==> config.mk <==
export PLATFORM = sky130hd
export DESIGN_NAME = hga_pipe_div
export DESIGN_NICKNAME = d
export VERILOG_FILES = /design/src/design/hga_pipe_div.sv
export SDC_FILE = /design/constraint.sdc
export NUM_CORES = 1
export LEC_CHECK = 0
export BUFFER_PORTS_ARGS = -buffer_cell sky130_fd_sc_hd__buf_4
export CORE_MARGIN = 2
export CORE_UTILIZATION = 65
export CTS_CLUSTER_DIAMETER = 80
export DETAILED_ROUTE_END_ITERATION = 8
export PLACE_DENSITY_LB_ADDON = 0.08
export SKIP_LAST_GASP = 1
export SYNTH_ARGS = -nofsm -noshare
export SYNTH_HDL_FRONTEND = slang
export SYNTH_SLANG_ARGS = --single-unit
==> constraint.sdc <==
create_clock -name clk -period 7.7 [get_ports clk]
set_input_delay 0.385 -clock clk [delete_from_list [all_inputs] [get_ports clk]]
set_output_delay 0.385 -clock clk [all_outputs]
set_load 0.01 [all_outputs]
==> src/design/hga_pipe_div.sv <==
module hga_pipe_div #(
	parameter int NUM_W = 16,
	parameter int DEN_W = 8,
	parameter int Q_W   = 8
) (
	input  logic             clk,
	input  logic             en,
	input  logic [NUM_W-1:0] num,
	input  logic [DEN_W-1:0] den,
	output logic [Q_W-1:0]   quo
);
	// One quotient bit per stage, most significant first.
	// The caller guarantees num < den * 2^Q_W or discards the result.
	localparam int W = (NUM_W > DEN_W + Q_W) ? NUM_W : DEN_W + Q_W;

	logic [W-1:0]     rem_s [Q_W];
	logic [DEN_W-1:0] den_s [Q_W];
	logic [Q_W-1:0]   q_s   [Q_W];

	logic [W-1:0]     cur_rem [Q_W];
	logic [DEN_W-1:0] cur_den [Q_W];
	logic [Q_W-1:0]   cur_q   [Q_W];
	logic [W-1:0]     trial   [Q_W];
	logic [Q_W-1:0]   take;

	// Trial subtract of the shifted divisor in every stage
	always_comb begin
		cur_rem[0] = W'(num);
		cur_den[0] = den;
		cur_q[0]   = '0;
		for (int j = 1; j < Q_W; j++) begin
			cur_rem[j] = rem_s[j-1];
			cur_den[j] = den_s[j-1];
			cur_q[j]   = q_s[j-1];
		end
		for (int j = 0; j < Q_W; j++) begin
			trial[j] = W'(cur_den[j]) << (Q_W - 1 - j);
			take[j]  = cur_rem[j] >= trial[j];
		end
	end

	// Advance all stages together
	always_ff @(posedge clk) begin
		if (en) begin
			for (int j = 0; j < Q_W; j++) begin
				rem_s[j] <= take[j] ? cur_rem[j] - trial[j] : cur_rem[j];
				den_s[j] <= cur_den[j];
				q_s[j]   <= cur_q[j] | (Q_W'(take[j]) << (Q_W - 1 - j));
			end
		end
	end

	assign quo = q_s[Q_W-1];
endmodule

==> Word level (Yosys, flattened, before mapping) <==
Memories as Yosys holds them, arrays and structs flattened.
Cells that the tools add are included.
{ "word_totals": {"elab_cells": 36, "ff_bits": 0, "mem_count": 3, "mem_bits_rw": 256, "inputBits": 26} }
{ "memory_table": {"columns": ["name", "words", "width", "read_ports", "rd_clocked_by_memory_dff", "wr", "line", "text"], "rows": [
  ["rem_s", 8, 16, 7, 0, 8, "16", "logic [W-1:0] rem_s [Q_W];"],
  ["den_s", 8, 8, 7, 0, 8, "17", "logic [DEN_W-1:0] den_s [Q_W];"],
  ["q_s", 8, 8, 8, 0, 8, "18", "logic [Q_W-1:0] q_s [Q_W];"]
]} }
{ "op_classes": {"add_sub_neg": 8, "n_lt_le_gt_ge": 8, "n_mux": 10, "bitwise_logic": 7} }
{ "ops": {"columns": ["operator", "n"], "rows": [
  ["two-way mux 16 bit", 8],
  [">= comparator 16 x 10 -> 1 bit", 1],
  [">= comparator 16 x 11 -> 1 bit", 1],
  [">= comparator 16 x 12 -> 1 bit", 1],
  [">= comparator 16 x 13 -> 1 bit", 1],
  [">= comparator 16 x 14 -> 1 bit", 1],
  [">= comparator 16 x 15 -> 1 bit", 1],
  [">= comparator 16 x 8 -> 1 bit", 1],
  [">= comparator 16 x 9 -> 1 bit", 1],
  ["subtractor 16 x 10 -> 16 bit", 1],
  ["subtractor 16 x 11 -> 16 bit", 1],
  ["subtractor 16 x 12 -> 16 bit", 1],
  ["subtractor 16 x 13 -> 16 bit", 1],
  ["subtractor 16 x 14 -> 16 bit", 1],
  ["subtractor 16 x 15 -> 16 bit", 1],
  ["subtractor 16 x 8 -> 16 bit", 1],
  ["subtractor 16 x 9 -> 16 bit", 1],
  ["bitwise OR 8 x 1 -> 8 bit", 1],
  ["bitwise OR 8 x 2 -> 8 bit", 1],
  ["bitwise OR 8 x 3 -> 8 bit", 1],
  ["bitwise OR 8 x 4 -> 8 bit", 1],
  ["bitwise OR 8 x 5 -> 8 bit", 1],
  ["bitwise OR 8 x 6 -> 8 bit", 1],
  ["bitwise OR 8 x 7 -> 8 bit", 1],
  ["two-way mux 1 bit", 2]
]} }

==> Longest topological paths before layout <==
An unclocked memory read counts as a cell.
{ "depth": {"ltp_word": 3, "mapped_depth": 11, "depth_no_buf": 10} }

==> Least setup slack after synthesis <==
OpenSTA, ideal clock, no wires.
{ "synth_timing": {"path_kind": "register -> register", "start": "memory rem_s[4][2] (netlist name)", "end": "memory rem_s[5][11] (netlist name) (data pin)", "stages_incl_launch_ff": 10, "t_arrival_ns": 2.240, "path_buffers": 0, "t_required_ns": 7.442, "slack_ns": 5.202, "cell_sequence": "edfxtp_1 -> inv_1 -> ha_1 -> fa_1 -> nand2b_1 -> a21oi_1 -> o41a_1 -> nor4_2 -> and4bb_2 -> xor2_1"} }
{ "synth_rtl": {"columns": ["element", "line"], "rows": [
  ["from (decl)", "16"]
]} }

==> run_results.csv <==
group,metric,value,unit
run_status,run_status,"completed",
global_route,grt_pass1_vias,6674,
placed_design,gp_congestion,1.01,
global_route,grt_pass1_wl,30.0,mm
floorplanning,io_pins,34,
route,dr.pass1.iters,4,
layout,fillerInstances,1028,
route,drc,0,
sta,rsz0062_at_grt,"no",
sta,fmax,316,MHz
layout,final_cell_area,11600,um2
sta,hold_violations,0,
worst_setup_path,required,7.94,ns
placed_design,dp_hpwl,12.8,mm
sta,slew_headroom,32.5,%
placed_design,port_buffers,33,
route,drt_wl_total,18.5,mm
clock_tree,htree_levels,1,
pwr,p_leak,4.43,nW
pwr,p_per_area,314,nW/um2
clock_tree,cts-root-buf,"clkbuf_16",
clock_tree,hold_buffers,0,
sta,drv_slew,0,
global_route,grt_antenna_before_repair,0,
clock_tree,numCtsBuffers,22,
layout,diodes,0,
yosys,seq_area_frac_synth,59.5,%
worst_setup_path,endpoint_kind,"flop",
clock_tree,post_cts_buffers,0,
sta,fin_skew,0.0169,ns
sta,tightest_slew,1.01,ns
clock_tree,cts_tree,"done",
yosys,synth_area_leaders,"edfxtp_1 (59%), ha_1 (7.8%), inv_1 (3.2%)",
route,wl_per_cell,16.8,um
global_route,met3_usage,3.03,%
sta,layout_min_cycle_time,3.17,ns
job,cap_violations,0,
global_route,grt_max_degree,131,
yosys,yosys_register_bits,204,
clock_tree,cts.sinks,204,
sta,setup_viol,0,
yosys,ys_warn_count,0,
yosys,syn_area_per_cell,12.6,um2
layout,syn2layout_area_growth,12.3,%
global_route,grt_use_met2,45.2,%
global_route,grtUsageMet1,22.2,%
layout,drive_above_1_share,11.8,%
yosys,synth_area_leader_cell,"edfxtp_1",
sta,timing.hold.ws,0.0662,ns
worst_hold_path,hp-class,"input port to flop",
yosys,syn_inst,817,
worst_setup_path,slowest_stage,"nand4_1",
yosys,async_flop_share,0,%
floorplanning,die_area,16900,um2
yosys,synth_top_flop_cell,"edfxtp_1",
clock_tree,clock_latency,0.51,ns
pwr,vdd_drop_max,0.000195,V
placed_design,post_dp_cell_area,10800,um2
route,drtAntennaViolNets,0,
worst_setup_path,cp_top_family,"simple AND/OR/NAND/NOR gates",
sta,fin_setup_tns,0,ns
yosys,synth_edf_count,204,
global_route,grt-ovfl-total,0,
yosys,netlist_area,10300,um2
worst_setup_path,cpPeakStageDelay,0.71,ns
floorplanning,core,15700,um2
clock_tree,cts_resized,0,
worst_setup_path,worstSetupPathType,"flop to flop",
global_route,grt_busiest_layer,"met2",
route,drt-initial-drc-count,343,
floorplanning,die_h,130,um
clock_tree,path_clk_slew,0.06,ns
worst_setup_path,cp_max_fo,17,
worst_setup_path,path_buf_inv,0,
route,via_per_inst,5.98,
sta,timing.final.crit_share,41.2,%
worst_setup_path,cp.arrival,3.41,ns
yosys,synthDominantCellAreaShare,59.5,%
floorplanning,rows,46,
floorplanning,start_util,65.8,%
yosys,synth_fp_nets,914,
worst_setup_path,start_kind,"flop",
layout,nNetsFinal,966,
worst_setup_path,crit_chain,"ha_1 > nor2b_1 > o31a_1 > o31ai_1 > nand4_1 > mux2_2",
clock_tree,cts.path.max_buffers,3,
route,vias,6561,
global_route,grt_use_total,22.6,%
floorplanning,die_w,130,um
yosys,ys_types,61,
## final timing paths
kind,startpoint,end,slack [ns],depth (start not counted)
hold reg to reg,q_s[1][11],q_s[1][19],0.42,0
setup / recovery,rem_s[3][4],rem_s[4][6],4.53,6
hold / removal,num[2],rem_s[0][2],0.07,1
setup reg to reg,rem_s[3][4],rem_s[4][6],4.53,6
## synthesized netlist by cell type, types with 3 or more instances
master and number:
edfxtp_1 204, inv_1 87, ha_1 64, nor2_1 56
o21ai_0 45, a21oi_1 43, nand2_1 39, xnor2_1 30
mux2_2 23, nor3_1 21, nor2b_1 16, o21a_1 16
xor2_1 14, nand3_1 13, o31ai_1 12, nand2b_1 11
nor4_1 11, a211oi_1 10, a21o_1 9, nand4_1 8
fa_1 7, clkbuf_1 6, mux2i_1 6, o31a_1 6
nand4b_1 5, nor4b_1 4, o21bai_1 4, a31oi_1 3
o41ai_1 3
## metrics by stage
stage / instances / utilization, % / total power [W] / setup WS [ns]
detailed placement: 1061 / 69.1 / 0.00253 / 4.63
CTS: 1098 / 73.9 / 0.00364 / 4.62
global placement: 1061 / 69.1 / 0.00247 / 4.81
floorplan: 817 / - / 0.00229 / 5.20
global route: 1098 / 73.9 / 0.00382 / 4.24
finish: 1098 / 73.9 / 0.00363 / 4.53
## registers in the layout, indices dropped and copies added (netlist names)
signal,cells
rem_s,112
q_s,36
den_s,56
## logic make-up (layout without fill, tap and decap cells)
family	after synthesis	after routing	share of synthesized area, %
AND/OR/NAND/NOR	205	205	10.4
XOR/XNOR	44	44	3.74
multiplexers	29	29	3.10
AO/OA/AOI/OAI	169	169	10.7
buffers and inverters	95	160	3.49
flip-flops	204	204	59.5
adder cells (fa/ha/maj)	71	71	9.14
## placed cells by master, fill, tap and decap left out, drive strengths merged, types with 3 or more instances in the layout
cell type,count
a211oi,11
a21o,9
a21oi,43
a31oi,3
buf,35
bufinv,5
clkbuf,28
clkinv,4
edfxtp,204
fa,7
ha,64
inv,87
mux2,23
mux2i,6
nand2,39
nand2b,11
nand3,13
nand4,8
nand4b,5
nor2,56
nor2b,16
nor3,21
nor4,12
nor4b,4
o21a,16
o21ai,47
o21bai,4
o31a,6
o31ai,12
o41ai,3
or2,3
or4,3
xnor2,30
xor2,14
## layer usage
metal  routed length [um]  up-vias
met5                    0        -
met4                  882        0
met3                  642       65
met2                10300      175
met1                 6600     3168
li1                     -     3153
## power breakdown
part	internal, W	leakage, nW	switching [W]
Combinational	0.000418	2.10	0.000508
Clock	0.000692	0.364	0.000409
Sequential	0.00149	1.96	0.000116
Total	0.00260	4.43	0.00103
## layout make-up
class | instances | area, um2 | area share [%]
sequential | 204 | 6130 | 53.0
clock inverter | 10 | 188 | 1.62
tap | 216 | 270 | 2.34
clock buffer | 27 | 569 | 4.92
inverter | 87 | 327 | 2.82
multi-input combinational | 518 | 3810 | 33.0
timing repair buffer | 36 | 277 | 2.39
(Power assumes the default switching activity.)
